$ cat src/rtl/pst_pkg.sv
`timescale 1ns / 1ps
// ----------------------------------------------------------------------------
// pst_pkg
// Types, codes and constants shared by the session timer modules.
// ----------------------------------------------------------------------------
package pst_pkg;

    // Phase codes
    localparam logic [1:0] PH_IDLE  = 2'd0;
    localparam logic [1:0] PH_FOCUS = 2'd1;
    localparam logic [1:0] PH_PAUSE = 2'd2;
    localparam logic [1:0] PH_BREAK = 2'd3;

    // Request modes
    localparam logic [2:0] MODE_TICK  = 3'd0;
    localparam logic [2:0] MODE_START = 3'd1;
    localparam logic [2:0] MODE_PAUSE = 3'd2;
    localparam logic [2:0] MODE_ABORT = 3'd3;
    localparam logic [2:0] MODE_SKIP  = 3'd4;
    localparam logic [2:0] MODE_RESET = 3'd5;

    // Event codes
    localparam logic [2:0] EV_NONE       = 3'd0;
    localparam logic [2:0] EV_FOCUS_DONE = 3'd1;
    localparam logic [2:0] EV_ABORTED    = 3'd2;
    localparam logic [2:0] EV_SHORT_DONE = 3'd3;
    localparam logic [2:0] EV_LONG_DONE  = 3'd4;
    localparam logic [2:0] EV_RESET      = 3'd5;

    // Configuration register indexes
    localparam int          CFG_IDX_W        = 3;
    localparam int          CFG_DATA_W       = 16;
    localparam logic [2:0]  CFG_FOCUS_LEN    = 3'd0;
    localparam logic [2:0]  CFG_SHORT_LEN    = 3'd1;
    localparam logic [2:0]  CFG_LONG_LEN     = 3'd2;
    localparam logic [2:0]  CFG_RUNS_PER_LB  = 3'd3;
    localparam logic [2:0]  CFG_AUTO_BREAK   = 3'd4;

    // Configuration reset values
    localparam logic [15:0] RST_FOCUS_LEN   = 16'd1500;
    localparam logic [15:0] RST_SHORT_LEN   = 16'd300;
    localparam logic [15:0] RST_LONG_LEN    = 16'd900;
    localparam logic [7:0]  RST_RUNS_PER_LB = 8'd4;
    localparam logic        RST_AUTO_BREAK  = 1'b1;

    // Level thresholds in minutes, turned into seconds at elaboration
    localparam int SECS_PER_MIN = 60;
    localparam logic [31:0] LEVEL1_SECS = 32'(15 * SECS_PER_MIN);
    localparam logic [31:0] LEVEL2_SECS = 32'(60 * SECS_PER_MIN);
    localparam logic [31:0] LEVEL3_SECS = 32'(200 * SECS_PER_MIN);

    // Remainder divider: one quotient bit per step over the 16-bit in-row count
    localparam int DIV_STEPS = 16;
    localparam int DIV_CNT_W = $clog2(DIV_STEPS);

    typedef struct packed {
        logic [2:0] mode;
        logic       day_changed;
    } t_req;

    typedef struct packed {
        logic [1:0]  phase;
        logic [15:0] remaining;
        logic        ticked;
        logic [2:0]  event_res;
        logic [1:0]  level;
        logic        level_changed;
        logic [15:0] runs_in_row;
        logic [23:0] runs_total;
        logic [31:0] total_seconds;
        logic [16:0] today_seconds;
    } t_res;

    // Controller to datapath
    typedef struct packed {
        logic load_req;
        logic step;
        logic acc;
        logic lvl;
        logic div_step;
        logic brk;
        logic load_res;
    } t_cmd;

    // Datapath to controller
    typedef struct packed {
        logic fin_focus;
        logic auto_brk;
        logic div_last;
    } t_sts;

    // Growth level from accumulated focus seconds
    function automatic logic [1:0] level_of(input logic [31:0] total);
        logic [1:0] lv;
        if (total >= LEVEL3_SECS)      lv = 2'd3;
        else if (total >= LEVEL2_SECS) lv = 2'd2;
        else if (total >= LEVEL1_SECS) lv = 2'd1;
        else                           lv = 2'd0;
        return lv;
    endfunction

endpackage

$ cat src/rtl/pomodoro_session_timer_core.sv
`timescale 1ns / 1ps
// ----------------------------------------------------------------------------
// pomodoro_session_timer_core
// Focus/break countdown sequencer: one tick or command per request, one
// result per request.
// ----------------------------------------------------------------------------
// One request is in work at a time, and the next one is taken while the
// previous result still waits in the output register. A tick or command that
// does not end a focus run passes through the step state and the output
// state, which waits while the previous result is still untaken; one that
// ends a focus run also passes the accumulate and level states and, with
// auto-break on, the 16 steps of the bit-serial remainder divider that decides
// between a short and a long break and a state that loads the break length.
// Configuration writes are meant for when no request is in work.
module pomodoro_session_timer_core
    import pst_pkg::*;
(
    input  logic                  i_clk,
    input  logic                  i_rst_n,
    input  logic                  i_req_valid,
    output logic                  o_req_ready,
    input  t_req                  i_req,
    output logic                  o_res_valid,
    input  logic                  i_res_ready,
    output t_res                  o_res,
    input  logic                  i_cfg_we,
    input  logic [CFG_IDX_W-1:0]  i_cfg_idx,
    input  logic [CFG_DATA_W-1:0] i_cfg_data
);

    t_cmd cmd;
    t_sts sts;

    // Sequencer
    pst_ctrl u_ctrl (
        .i_clk       (i_clk),
        .i_rst_n     (i_rst_n),
        .i_req_valid (i_req_valid),
        .o_req_ready (o_req_ready),
        .o_res_valid (o_res_valid),
        .i_res_ready (i_res_ready),
        .i_sts       (sts),
        .o_cmd       (cmd)
    );

    // Timer state and counters
    pst_dp u_dp (
        .i_clk      (i_clk),
        .i_rst_n    (i_rst_n),
        .i_cfg_we   (i_cfg_we),
        .i_cfg_idx  (i_cfg_idx),
        .i_cfg_data (i_cfg_data),
        .i_req      (i_req),
        .i_cmd      (cmd),
        .o_sts      (sts),
        .o_res      (o_res)
    );

endmodule

$ cat src/rtl/pst_ctrl.sv
`timescale 1ns / 1ps
// ----------------------------------------------------------------------------
// pst_ctrl
// Sequencer: takes a request, walks the datapath through its steps and
// hands the result to the output register.
// ----------------------------------------------------------------------------
module pst_ctrl
    import pst_pkg::*;
(
    input  logic i_clk,
    input  logic i_rst_n,
    input  logic i_req_valid,
    output logic o_req_ready,
    output logic o_res_valid,
    input  logic i_res_ready,
    input  t_sts i_sts,
    output t_cmd o_cmd
);

    localparam logic [2:0] S_IDLE = 3'd0;
    localparam logic [2:0] S_STEP = 3'd1;
    localparam logic [2:0] S_ACC  = 3'd2;
    localparam logic [2:0] S_LVL  = 3'd3;
    localparam logic [2:0] S_DIV  = 3'd4;
    localparam logic [2:0] S_BRK  = 3'd5;
    localparam logic [2:0] S_OUT  = 3'd6;

    logic [2:0] r_state, n_state;
    logic       r_res_valid, n_res_valid;
    logic       res_free;

    assign res_free    = !r_res_valid || i_res_ready;
    assign o_req_ready = (r_state == S_IDLE);
    assign o_res_valid = r_res_valid;

    // Next state and commands
    always_comb begin
        n_state = r_state;
        o_cmd   = '0;
        unique case (r_state)
            S_IDLE: begin
                if (i_req_valid) begin
                    o_cmd.load_req = 1'b1;
                    n_state        = S_STEP;
                end
            end
            S_STEP: begin
                o_cmd.step = 1'b1;
                n_state    = i_sts.fin_focus ? S_ACC : S_OUT;
            end
            S_ACC: begin
                o_cmd.acc = 1'b1;
                n_state   = S_LVL;
            end
            S_LVL: begin
                o_cmd.lvl = 1'b1;
                n_state   = i_sts.auto_brk ? S_DIV : S_OUT;
            end
            S_DIV: begin
                o_cmd.div_step = 1'b1;
                if (i_sts.div_last) n_state = S_BRK;
            end
            S_BRK: begin
                o_cmd.brk = 1'b1;
                n_state   = S_OUT;
            end
            S_OUT: begin
                if (res_free) begin
                    o_cmd.load_res = 1'b1;
                    n_state        = S_IDLE;
                end
            end
            default: n_state = S_IDLE;
        endcase
    end

    // Output valid: set on load, drop on take
    always_comb begin
        n_res_valid = r_res_valid;
        if (o_cmd.load_res)   n_res_valid = 1'b1;
        else if (i_res_ready) n_res_valid = 1'b0;
    end

    always_ff @(posedge i_clk) begin
        if (!i_rst_n) begin
            r_state     <= S_IDLE;
            r_res_valid <= 1'b0;
        end else begin
            r_state     <= n_state;
            r_res_valid <= n_res_valid;
        end
    end

endmodule

$ cat src/rtl/pst_dp.sv
`timescale 1ns / 1ps
// ----------------------------------------------------------------------------
// pst_dp
// Datapath: configuration registers, timer state, counters, remainder
// divider and output register.
// ----------------------------------------------------------------------------
module pst_dp
    import pst_pkg::*;
(
    input  logic                  i_clk,
    input  logic                  i_rst_n,
    input  logic                  i_cfg_we,
    input  logic [CFG_IDX_W-1:0]  i_cfg_idx,
    input  logic [CFG_DATA_W-1:0] i_cfg_data,
    input  t_req                  i_req,
    input  t_cmd                  i_cmd,
    output t_sts                  o_sts,
    output t_res                  o_res
);

    // Configuration
    logic [15:0] r_focus_len, r_short_len, r_long_len;
    logic [7:0]  r_runs_per_lb;
    logic        r_auto;

    // Latched request
    logic [2:0]  r_mode;
    logic        r_day;

    // Timer state
    logic [1:0]  r_phase, n_phase;
    logic [15:0] r_rem, n_rem;
    logic [15:0] r_elapsed, n_elapsed;
    logic        r_long, n_long;
    logic [15:0] r_in_row, n_in_row;
    logic [23:0] r_runs, n_runs;
    logic [31:0] r_total, n_total;
    logic [16:0] r_today, n_today;
    logic [1:0]  r_level, n_level;
    logic        r_ticked, n_ticked;
    logic [2:0]  r_event, n_event;
    logic        r_lchg, n_lchg;

    // Remainder divider
    logic [15:0]          r_div_q, n_div_q;
    logic [7:0]           r_div_rem, n_div_rem;
    logic [DIV_CNT_W-1:0] r_div_cnt, n_div_cnt;
    logic [7:0]           div_n;
    logic [8:0]           rem_sh;
    logic                 rem_geq;

    t_res        r_res;
    logic        rem_last;
    logic        fin_brk;
    logic [1:0]  lv;
    logic [32:0] sum_total;
    logic [17:0] sum_today;

    assign rem_last  = (r_rem <= 16'd1);
    assign sum_total = {1'b0, r_total} + 33'(r_elapsed);
    assign sum_today = {1'b0, r_today} + 18'(r_elapsed);
    assign lv        = level_of(r_total);

    // Zero runs per long break acts as one
    assign div_n   = (r_runs_per_lb == 8'd0) ? 8'd1 : r_runs_per_lb;
    assign rem_sh  = {r_div_rem, r_div_q[15]};
    assign rem_geq = (rem_sh >= {1'b0, div_n});

    assign o_sts.fin_focus = (r_mode == MODE_TICK) && (r_phase == PH_FOCUS) && rem_last;
    assign o_sts.auto_brk  = r_auto;
    assign o_sts.div_last  = (r_div_cnt == DIV_CNT_W'(DIV_STEPS - 1));

    assign o_res = r_res;

    // Timer state update
    always_comb begin
        n_phase   = r_phase;
        n_rem     = r_rem;
        n_elapsed = r_elapsed;
        n_long    = r_long;
        n_in_row  = r_in_row;
        n_runs    = r_runs;
        n_total   = r_total;
        n_today   = r_today;
        n_level   = r_level;
        n_ticked  = r_ticked;
        n_event   = r_event;
        n_lchg    = r_lchg;
        n_div_q   = r_div_q;
        n_div_rem = r_div_rem;
        n_div_cnt = r_div_cnt;
        fin_brk   = 1'b0;
        if (i_cmd.step) begin
            n_ticked = 1'b0;
            n_event  = EV_NONE;
            n_lchg   = 1'b0;
            unique case (r_mode)
                MODE_TICK: begin
                    if (r_phase == PH_FOCUS || r_phase == PH_BREAK) begin
                        if (r_rem != 16'd0) begin
                            n_rem     = r_rem - 16'd1;
                            n_elapsed = (r_elapsed == '1) ? r_elapsed : r_elapsed + 16'd1;
                            n_ticked  = 1'b1;
                        end
                        if (rem_last && r_phase == PH_BREAK) fin_brk = 1'b1;
                        if (rem_last && r_phase == PH_FOCUS) n_event = EV_FOCUS_DONE;
                    end
                end
                MODE_START: begin
                    if (r_phase == PH_PAUSE) begin
                        n_phase = PH_FOCUS;
                    end else if (r_phase != PH_FOCUS) begin
                        if (r_phase == PH_BREAK && r_long) n_in_row = '0;
                        n_long = 1'b0;
                        if (r_day) begin
                            n_in_row = '0;
                            n_today  = '0;
                        end
                        n_rem     = r_focus_len;
                        n_elapsed = '0;
                        n_phase   = PH_FOCUS;
                    end
                end
                MODE_PAUSE: begin
                    if (r_phase == PH_FOCUS) n_phase = PH_PAUSE;
                end
                MODE_ABORT: begin
                    if (r_phase == PH_FOCUS || r_phase == PH_PAUSE) begin
                        n_rem     = '0;
                        n_elapsed = '0;
                        n_long    = 1'b0;
                        n_phase   = PH_IDLE;
                        n_event   = EV_ABORTED;
                    end
                end
                MODE_SKIP: begin
                    if (r_phase == PH_BREAK) fin_brk = 1'b1;
                end
                MODE_RESET: begin
                    n_phase   = PH_IDLE;
                    n_rem     = '0;
                    n_elapsed = '0;
                    n_long    = 1'b0;
                    n_in_row  = '0;
                    n_runs    = '0;
                    n_total   = '0;
                    n_today   = '0;
                    n_level   = '0;
                    n_event   = EV_RESET;
                    n_lchg    = 1'b1;
                end
                default: ;
            endcase
            // End the break
            if (fin_brk) begin
                if (r_long) n_in_row = '0;
                n_event   = r_long ? EV_LONG_DONE : EV_SHORT_DONE;
                n_long    = 1'b0;
                n_rem     = '0;
                n_elapsed = '0;
                n_phase   = PH_IDLE;
            end
        end else if (i_cmd.acc) begin
            // Accumulate the finished run
            n_total   = sum_total[32] ? '1 : sum_total[31:0];
            n_today   = sum_today[17] ? '1 : sum_today[16:0];
            n_runs    = (r_runs == '1) ? r_runs : r_runs + 24'd1;
            n_in_row  = (r_in_row == '1) ? r_in_row : r_in_row + 16'd1;
            n_rem     = '0;
            n_elapsed = '0;
            if (r_auto) begin
                n_phase = PH_BREAK;
            end else begin
                n_phase = PH_IDLE;
                n_long  = 1'b0;
            end
        end else if (i_cmd.lvl) begin
            // Recompute level, load the divider
            n_level   = lv;
            n_lchg    = (lv != r_level);
            n_div_q   = r_in_row;
            n_div_rem = '0;
            n_div_cnt = '0;
        end else if (i_cmd.div_step) begin
            // One restoring step of in_row mod n
            n_div_rem = rem_geq ? 8'(rem_sh - {1'b0, div_n}) : rem_sh[7:0];
            n_div_q   = {r_div_q[14:0], 1'b0};
            n_div_cnt = r_div_cnt + DIV_CNT_W'(1);
        end else if (i_cmd.brk) begin
            // Choose the break length
            n_long = (r_div_rem == 8'd0);
            n_rem  = (r_div_rem == 8'd0) ? r_long_len : r_short_len;
        end
    end

    // Configuration writes
    always_ff @(posedge i_clk) begin
        if (!i_rst_n) begin
            r_focus_len   <= RST_FOCUS_LEN;
            r_short_len   <= RST_SHORT_LEN;
            r_long_len    <= RST_LONG_LEN;
            r_runs_per_lb <= RST_RUNS_PER_LB;
            r_auto        <= RST_AUTO_BREAK;
        end else if (i_cfg_we) begin
            unique case (i_cfg_idx)
                CFG_FOCUS_LEN:   r_focus_len   <= i_cfg_data;
                CFG_SHORT_LEN:   r_short_len   <= i_cfg_data;
                CFG_LONG_LEN:    r_long_len    <= i_cfg_data;
                CFG_RUNS_PER_LB: r_runs_per_lb <= i_cfg_data[7:0];
                CFG_AUTO_BREAK:  r_auto        <= i_cfg_data[0];
                default: ;
            endcase
        end
    end

    // Timer state
    always_ff @(posedge i_clk) begin
        if (!i_rst_n) begin
            r_phase   <= PH_IDLE;
            r_rem     <= '0;
            r_elapsed <= '0;
            r_long    <= 1'b0;
            r_in_row  <= '0;
            r_runs    <= '0;
            r_total   <= '0;
            r_today   <= '0;
            r_level   <= '0;
            r_ticked  <= 1'b0;
            r_event   <= EV_NONE;
            r_lchg    <= 1'b0;
        end else begin
            r_phase   <= n_phase;
            r_rem     <= n_rem;
            r_elapsed <= n_elapsed;
            r_long    <= n_long;
            r_in_row  <= n_in_row;
            r_runs    <= n_runs;
            r_total   <= n_total;
            r_today   <= n_today;
            r_level   <= n_level;
            r_ticked  <= n_ticked;
            r_event   <= n_event;
            r_lchg    <= n_lchg;
        end
    end

    // Request latch, divider and output register
    always_ff @(posedge i_clk) begin
        r_div_q   <= n_div_q;
        r_div_rem <= n_div_rem;
        r_div_cnt <= n_div_cnt;
        if (i_cmd.load_req) begin
            r_mode <= i_req.mode;
            r_day  <= i_req.day_changed;
        end
        if (i_cmd.load_res) begin
            r_res.phase         <= r_phase;
            r_res.remaining     <= r_rem;
            r_res.ticked        <= r_ticked;
            r_res.event_res     <= r_event;
            r_res.level         <= r_level;
            r_res.level_changed <= r_lchg;
            r_res.runs_in_row   <= r_in_row;
            r_res.runs_total    <= r_runs;
            r_res.total_seconds <= r_total;
            r_res.today_seconds <= r_today;
        end
    end

endmodule

$ cat config.mk
export PLATFORM = sky130hd
export DESIGN_NAME = pomodoro_session_timer_core
export DESIGN_NICKNAME = d
export VERILOG_FILES = /design/src/rtl/pst_pkg.sv /design/src/rtl/pomodoro_session_timer_core.sv /design/src/rtl/pst_ctrl.sv /design/src/rtl/pst_dp.sv
export SDC_FILE = /design/constraint.sdc
export NUM_CORES = 1
export LEC_CHECK = 0
export BUFFER_PORTS_ARGS = -buffer_cell sky130_fd_sc_hd__buf_2
export CELL_PAD_IN_SITES_DETAIL_PLACEMENT = 1
export CELL_PAD_IN_SITES_GLOBAL_PLACEMENT = 1
export CORE_AREA = 2 2 180 182
export DETAILED_ROUTE_END_ITERATION = 7
export DIE_AREA = 0 0 182 184
export HOLD_SLACK_MARGIN = 0.15
export PLACE_DENSITY = 0.92
export SLEW_MARGIN = 25
export SYNTH_ARGS = -nofsm -noshare
export SYNTH_HDL_FRONTEND = slang
export SYNTH_SLANG_ARGS = --single-unit
$ cat constraint.sdc
create_clock -name i_clk -period 11.8 [get_ports i_clk]
set_input_delay 1.18 -clock i_clk [delete_from_list [all_inputs] [get_ports i_clk]]
set_output_delay 1.18 -clock i_clk [all_outputs]
set_load 0.02 [all_outputs]
Yosys cells after proc, flatten, opt, wreduce, memory -nomap -nowiden
Cells that the tools add are included.
Word-level totals
  RAM bits: 0
  logic and storage cells: 250
  memory bits (read-only): 0
  input port bits: 28
  flip-flop bits (word level): 338
  memories: 0
  bits in latches: 0
Operators by class
  multiplexer cells: 115
  equal/unequal tests: 49
  reduce and logical (&&, ||, !) cells: 37
  div/mod/pow operators: 0
  magnitude comparators: 5
  multipliers: 0
  shift operators: 0
  bitwise gates (word level): 2
  add/sub/neg operators: 8
Operators with widths (number)
  16-bit two-way mux: 31
  32-bit two-way mux: 4
  16-bit one-hot mux with 4 select lines: 2
  17-bit two-way mux: 6
  24-bit two-way mux: 4
  1-bit two-way mux: 34
  17-bit one-hot mux with 2 select lines: 1
  32-bit by 16-bit adder with 33-bit output: 1
  16-bit by 1-bit adder with 16-bit output, second input constant: 2
  16-bit == test, second input constant: 2
  32-bit by 10-bit >= comparator with 1-bit output, second input constant: 1
  32-bit by 12-bit >= comparator with 1-bit output, second input constant: 1
  32-bit by 14-bit >= comparator with 1-bit output, second input constant: 1
  2-bit two-way mux: 16
  16-bit one-hot mux with 2 select lines: 1
  24-bit by 1-bit adder with 24-bit output, second input constant: 1
  24-bit == test, second input constant: 1
  8-bit two-way mux: 3
  3-bit two-way mux: 7
  3-bit one-hot mux with 7 select lines: 1
  17-bit by 16-bit adder with 18-bit output: 1
  3-bit by 2-bit == test with 1-bit output, second input constant: 6
  3-bit == test, second input constant: 6
  16-bit by 1-bit <= comparator with 1-bit output, second input constant: 1
  38 further kinds: 82

Logic depth before layout (Yosys ltp)
Gate-level depths: netlist (run 1).
  word-level depth: 10
  mapped depth: 14
  gate-level depth less buffers: 12

By module
A second synthesis (run 1) with hierarchy kept.
Second synthesis, totals
  cell total of the unflattened synthesis: 1593
  area, all modules: 15700.1 um^2
By module, submodules not included
  pst_dp: area an instance 15408.5 um^2, cells each 1560, times used 1
  pst_ctrl: area an instance 291.5 um^2, cells each 33, times used 1

Worst setup path after synthesis (run 1)
No wires, ideal clock.
  path kind: input to register
  from: in i_res_ready
  to: reg u_dp.r_res (netlist bit u_dp.o_res[0]), enable pin
  data required time: 11200 ps
  stages: 2
  arrival time: 6353 ps
  buffers on the path: 0
  setup slack: 4847 ps
  path through: nand2b_1 -> nor2b_1
RTL lines
  start, declared: line pomodoro_session_timer_core.sv:24  | input logic i_res_ready,
  end, declared: line pst_dp.sv:52  | t_res r_res;

==> results.toml, run 1 <==
[outcome]
status = "complete, no violations"

[logic_synthesis]
ys_ff_latch = 338
syn-instance-count = 1609
synth_nets = 1690
ys.flop_type = "dfxtp_1"
synth-seq-area-share = 0.527
yosysWarnings = 0
syn-cell-area_sq_um = 15600
async_reset_ff_frac = 0
syn_area_per_cell_sq_um = 9.71
synth_cell_types = 76
synth_edf_count = 146

[timing]
fmax_mhz = 234
period_share = 0.362
slew_violations = 0
setup_slack_ns = 7.52
min_period_ns = 4.28
tightestPinTransition_ns = 0.965
rsz0062_at_grt = "no"
skew_ns = 0.00991
finalSetupTns_ns = 0
hold_viol_final = 0
setup_viol = 0
slew_headroom = 0.357

[clock_network]
cts_tree = "done"
holdBufCountCts = 0
htreeDepth = 2
cts_max_path_buffers = 3
clk_pin_slew_ns = 0.06
cts.sinks = 338
clock_latency_ns = 0.52
cts-resized-gates = 0
cts-root-buf = "clkbuf_16"
post_cts_buffers = 0
cts_buffers = 36

[routing]
drtIter0Drc = 974
antenna_left = 0
wl_um = 47800
wire_per_inst_um = 22.2
drt_pre_antenna_iters = 5
vias_per_cell = 6.18
drc_errors = 0
vias = 13300

[worst_setup_path]
cp_top_family = "buffers and inverters"
path_max_fanout = 58
crit_path_max_incr_delay_ns = 0.86
crit_type = "input pin to flop"
endpoint_kind = "flop"
path_cells = "buf_2 -> buf_4 -> clkinv_2 -> buf_4 -> a21oi_1 -> o21ai_1 -> nor2_1"
worst-path-buf-inv = 4
worst_path_max_delay_cell = "clkinv_2"
arrival_ns = 4.69
start_kind = "input pin"
required_ns = 12.22
cp_common_cell = "buf_4"

[power_and_ir_drop]
finalPower_w = 0.00280
p_seq_frac = 0.476
p_per_area_nw_per_um2 = 157
p_leak_nw = 7.19
switching_share = 0.273
ir_drop_uv = 83.3
p_int_w = 0.00203
clkPwrFrac = 0.387
combPwrFrac = 0.137
switchingPower_w = 0.000762

[floorplan]
start_util = 0.498
die_x_um = 182
rows = 65
core_sq_um = 31400
die_h_um = 184
dieArea_sq_um = 33500
io-pin-count = 144

[global_routing]
grt_max_degree = 82
antenna_found_initial = 0
grtUsageTotal = 0.280
grt_pass1_vias = 13900
grt-ovfl-total = 0
grt_pass1_wl_um = 74800

[cells_and_area]
drive_gt1_frac = 0.131
syn2layout_area_growth_pct = 13.9
nets = 1813
antenna_cells = 0
fill_cells = 3561
layout_commonest_cell = "nand2_1"
final_cell_mix = "nand2_1 (267), dfxtp_1 (192), edfxtp_1 (146)"

[placed_design]
dp_hpwl_um = 31900
gp_routability_congestion = 0.874
port_buffers = 143
place_ws_ns = 7.26

[min_path]
worstHoldPathType = "flop to flop"

[job]
max_cap_violations = 0
[final cells by class]
class | instances | area, sq um | area share
Clock inverter | 11 | 80.1 | 0.00450
Clock buffer | 52 | 1020 | 0.0575
Timing Repair Buffer | 154 | 815 | 0.0458
Sequential cell | 338 | 8230 | 0.462
Tap cell | 402 | 503 | 0.0283
Inverter | 31 | 118 | 0.00661
Multi-Input combinational cell | 1171 | 7030 | 0.395
[per-stage QoR]
stage               std cells  cell area [sq um]  utilization  hold slack, ns
finish                   2159              17800        0.567           0.446
global route             2159              17800        0.567           0.461
CTS                      2158              17700        0.565           0.443
detailed placement       2095              16600        0.530           0.435
global placement         2095              16600        0.530           0.420
floorplan                1609              15600            -           0.403
[worst reg2reg max path, stage by stage (launching register included)]
cell and delay (ns):
dfxtp_1 0.37, or4_4 0.59, nor3_4 0.22, a41oi_1 0.23, o21ai_1 0.74, o221a_1 0.50
nand2_1 0.56, nor3_1 0.44, nor3_1 0.08
[power by group through the flow]
| stage | sequential (W) | combinational [W] | clock [W] |
|---|---|---|---|
| after CTS | 0.00133 | 0.000375 | 0.00109 |
| after global placement | 0.00135 | 0.000346 | 0 |
| after global routing | 0.00133 | 0.000420 | 0.00114 |
| after floorplan | 0.00134 | 0.000275 | 0 |
| final | 0.00133 | 0.000383 | 0.00108 |
| after detailed placement | 0.00135 | 0.000365 | 0 |
[final timing paths]
path | from | to | slack, ns | depth (start not counted)
hold / removal | u_dp.r_rem[1]$_SDFFE_PN0P_ | u_dp.o_res[97]$_DFFE_PP_ | 0.45 | 0
setup reg to reg | u_dp.r_rem[8]$_SDFFE_PN0P_ | u_dp.r_rem[13]$_SDFFE_PN0P_ | 7.91 | 8
hold reg to reg | u_dp.r_rem[1]$_SDFFE_PN0P_ | u_dp.o_res[97]$_DFFE_PP_ | 0.45 | 0
setup / recovery | i_rst_n | u_dp.r_in_row[6]$_SDFFE_PN0P_ | 7.52 | 7
[synth_stat cells, drive strengths merged (3+ instances only)]
library cell | count | share of area
o211a | 5 | 0.0032
o21ai | 70 | 0.023
edfxtp | 146 | 0.28
o211ai | 9 | 0.0043
and2 | 12 | 0.0050
a21o | 17 | 0.0082
inv | 31 | 0.0075
xnor2 | 30 | 0.017
a41o | 3 | 0.0019
o2bb2ai | 3 | 0.0017
a32o | 14 | 0.0090
o31ai | 3 | 0.0014
nor3 | 58 | 0.019
nor4 | 15 | 0.0060
or4 | 9 | 0.0048
a21oi | 134 | 0.043
o21a | 10 | 0.0048
or3 | 13 | 0.0052
nor2b | 10 | 0.0040
a21boi | 4 | 0.0019
o22ai | 11 | 0.0044
dfxtp | 192 | 0.25
a31oi | 9 | 0.0036
o311a | 6 | 0.0038
xor2 | 40 | 0.022
a211oi | 10 | 0.0048
or2 | 6 | 0.0024
fa | 3 | 0.0038
a22oi | 13 | 0.0062
nand2 | 269 | 0.065
buf | 12 | 0.0054
mux2i | 26 | 0.017
clkbuf | 57 | 0.014
and4 | 6 | 0.0034
nand2b | 26 | 0.010
nand4 | 27 | 0.011
nor3b | 14 | 0.0070
a311oi | 4 | 0.0022
and3 | 21 | 0.0087
o21bai | 4 | 0.0019
ha | 50 | 0.040
nand3 | 50 | 0.016
nor2 | 122 | 0.029
[metal layers]
| metal | part of all wire | wire length [um] | global-route usage | up-vias |
|---|---|---|---|---|
| met4 | 0.036 | 1740 | 0.114 | 0 |
| met1 | 0.40 | 19100 | 0.339 | 6603 |
| met2 | 0.50 | 23900 | 0.498 | 524 |
| met3 | 0.064 | 3060 | 0.0436 | 134 |
| li1 | - | - | - | 6076 |
| met5 | 0 | 0 | 0 | - |
[registers in the layout, indices dropped and copies added, names as in the netlist, 2 cells and up]
register,cells
u_ctrl.r_state,3
u_dp.o_res,114
u_dp.r_div_cnt,4
u_dp.r_div_q,16
u_dp.r_div_rem,8
u_dp.r_elapsed,16
u_dp.r_event,3
u_dp.r_focus_len,16
u_dp.r_in_row,16
u_dp.r_level,2
u_dp.r_long_len,16
u_dp.r_mode,3
u_dp.r_phase,2
u_dp.r_rem,16
u_dp.r_runs,24
u_dp.r_runs_per_lb,8
u_dp.r_short_len,16
u_dp.r_today,17
u_dp.r_total,32
[cells by family (layout without fill, tap and decap cells)]
| logic type | Yosys count | after routing | synth area share |
|---|---|---|---|
| simple gates | 666 | 666 | 0.202 |
| compound gates | 355 | 355 | 0.145 |
| mux | 27 | 27 | 0.0174 |
| buf+inv | 100 | 248 | 0.0265 |
| flops | 338 | 338 | 0.527 |
| xor+xnor | 70 | 70 | 0.0393 |
| fa+ha+maj | 53 | 53 | 0.0439 |
(Power assumes the default switching activity.)
==> inputs of run 2 (changes only) <==
- ABC_AREA: not set -> 1
- CORE_AREA: 2 2 180 182 -> 2 2 209 211
- DIE_AREA: 0 0 182 184 -> 0 0 211 213
- PLACE_DENSITY: 0.92 -> 0.84
- clock period: 11.8 -> 3.8 ns (I/O delays scaled with it)
==> results.toml, run 2 <==
[outcome]
status = "complete, no violations"

[power_and_ir_drop]
p_seq_frac = 0.392
p_int_w = 0.00758
p_per_area_nw_per_um2 = 608
finalPower_w = 0.0121
switching_share = 0.375
clkPwrFrac = 0.312
ir_drop_uv = 317
combPwrFrac = 0.296
p_leak_nw = 8.34
switchingPower_w = 0.00455

[placed_design]
gp_routability_congestion = 0.917
port_buffers = 143
dp_hpwl_um = 39500

[min_path]
worstHoldPathType = "input pin to flop"

[floorplan]
rows = 76
core_sq_um = 42700
io-pin-count = 144
start_util = 0.404
die_x_um = 211
dieArea_sq_um = 44900
die_h_um = 213

[clock_network]
cts.sinks = 338
cts_max_path_buffers = 3
post_cts_buffers = 0
cts_tree = "done"
clock_latency_ns = 0.55
cts-root-buf = "clkbuf_16"
cts-resized-gates = 0
htreeDepth = 2
clk_pin_slew_ns = 0.06
holdBufCountCts = 18
cts_buffers = 39

[logic_synthesis]
syn-cell-area_sq_um = 17300
synth_largest_area_cell = "edfxtp_1"
synth_cell_types = 50
post-synth-top-count-cell = "nand2_1"
synth.top_cell.area_share = 0.254
synth_edf_count = 146
synth_nets = 2290
ys.flop_type = "dfxtp_1"
syn-instance-count = 2209
syn_area_per_cell_sq_um = 7.82
ys_top_cells_by_count = "nand2_1 (527), nor2_1 (308), inv_1 (210)"
synth_top_cells_by_area = "edfxtp_1 (25%), dfxtp_1 (22%), nand2_1 (11%)"
ys_ff_latch = 338
async_reset_ff_frac = 0
yosysWarnings = 0
synth-seq-area-share = 0.476

[routing]
wl_um = 54100
vias = 15800
drtIter0Drc = 843
drt_pre_antenna_iters = 5
wire_per_inst_um = 18.4
antenna_left = 0
vias_per_cell = 5.36
drc_errors = 0

[worst_setup_path]
endpoint_kind = "flop"
arrival_ns = 3.35
path_max_fanout = 17
crit_type = "flop to flop"
required_ns = 4.26
start_kind = "flop"

[timing]
skew_ns = 0.0134
tightestPinTransition_ns = 0.933
fmax_mhz = 346
setup_viol = 0
min_period_ns = 2.89
hold_viol_final = 0
finalSetupTns_ns = 0
rsz0062_at_grt = "no"
slew_violations = 0
slew_headroom = 0.378
period_share = 0.761

[cells_and_area]
nets = 2444
layout_commonest_cell = "nand2_1"
utilization = 0.467
final_cell_mix = "nand2_1 (527), nor2_1 (307), inv_1 (208)"
antenna_cells = 0
largest_reg_flops = 114
syn2layout_area_growth_pct = 15.5
drive_gt1_frac = 0.125

[global_routing]
grt_max_degree = 90
grt_pass1_vias = 16300
antenna_found_initial = 0
grtUsageTotal = 0.242
grt_pass1_wl_um = 86600
grt-ovfl-total = 0

[job]
max_cap_violations = 0
## run 2: changes by cell type after synthesis, moves of 26 or more
cell      change
inv_1       +179
mux2i_1      -26
nand2_1     +258
nand2b_1     -26
nand3_1      +89
nor2_1      +186
o21ai_0      +87
## run 2: critical path, stage by stage (launching register included)
cell,delay [ns]
dfxtp_1,0.46
ha_1,0.22
inv_1,0.05
fa_1,0.42
o21ai_2,0.29
nand2_1,0.10
nand2_1,0.12
nand2_1,0.07
nand2_1,0.14
nand4_2,0.48
nand3_1,0.26
nand2_1,0.07
a21oi_1,0.14
## run 2: final cells by class
| type | count | area (sq um) |
|---|---|---|
| Fill cell | 5267 | 22700 |
| Sequential cell | 338 | 8230 |
| Multi-Input combinational cell | 1582 | 7910 |
| Clock buffer | 51 | 1050 |
| Timing Repair Buffer | 173 | 1010 |
| Inverter | 229 | 865 |
| Tap cell | 546 | 683 |
| Clock inverter | 18 | 204 |
## run 2: final timing paths
check	from	end	slack, ns	cells after the start
max reg2reg	u_dp.r_elapsed[0]$_SDFFE_PN0P_	u_dp.r_total[25]$_SDFFE_PN0P_	0.91	12
min	i_cfg_data[1]	u_dp.r_short_len[1]$_SDFFE_PN0P_	0.17	3
max	u_dp.r_elapsed[0]$_SDFFE_PN0P_	u_dp.r_total[25]$_SDFFE_PN0P_	0.91	12
min reg2reg	u_dp.r_lchg$_SDFFE_PN0P_	u_dp.o_res[89]$_DFFE_PP_	0.45	0
## run 2: per-layer routing
metal / wire (um) / part of all wire / track usage / vias up
met5: 0 / 0 / 0 / -
met4: 1820 / 0.034 / 0.0915 / 0
met3: 2020 / 0.037 / 0.0331 / 113
met2: 26600 / 0.49 / 0.421 / 301
met1: 23700 / 0.44 / 0.306 / 7742
li1: - / - / - / 7596
## run 2: power groups by stage
| stage | sequential, W | combinational, W | clock [W] |
|---|---|---|---|
| 6_report | 0.00476 | 0.00359 | 0.00379 |
| 2_1_floorplan | 0.00468 | 0.00260 | 0 |
| 5_1_grt | 0.00480 | 0.00404 | 0.00398 |
| 3_3_place_gp | 0.00480 | 0.00335 | 0 |
| 4_1_cts | 0.00475 | 0.00360 | 0.00385 |
| 3_5_place_dp | 0.00482 | 0.00354 | 0 |
## run 2: logic make-up (layout without fill, tap and decap cells)
kind of cell	after synthesis	after routing	synth area share
adders and majority gates	53	53	0.0397
xor gates and xnor gates	47	47	0.0238
and+or+nand+nor	1121	1121	0.281
AOI/OAI and AO/OA	361	361	0.113
buffers and inverters	289	471	0.0661
DFF	338	338	0.476
## run 2: stage by stage
step,instance area (sq um),hold slack [ns],setup WS [ns],instances
after floorplan,17300,0.409,1.08,2209
after global placement,18500,0.417,1.06,2850
after detailed placement,18500,0.428,0.954,2850
after CTS,19900,0.158,0.946,2937
after global routing,19900,0.206,0.693,2937
final,19900,0.170,0.907,2937
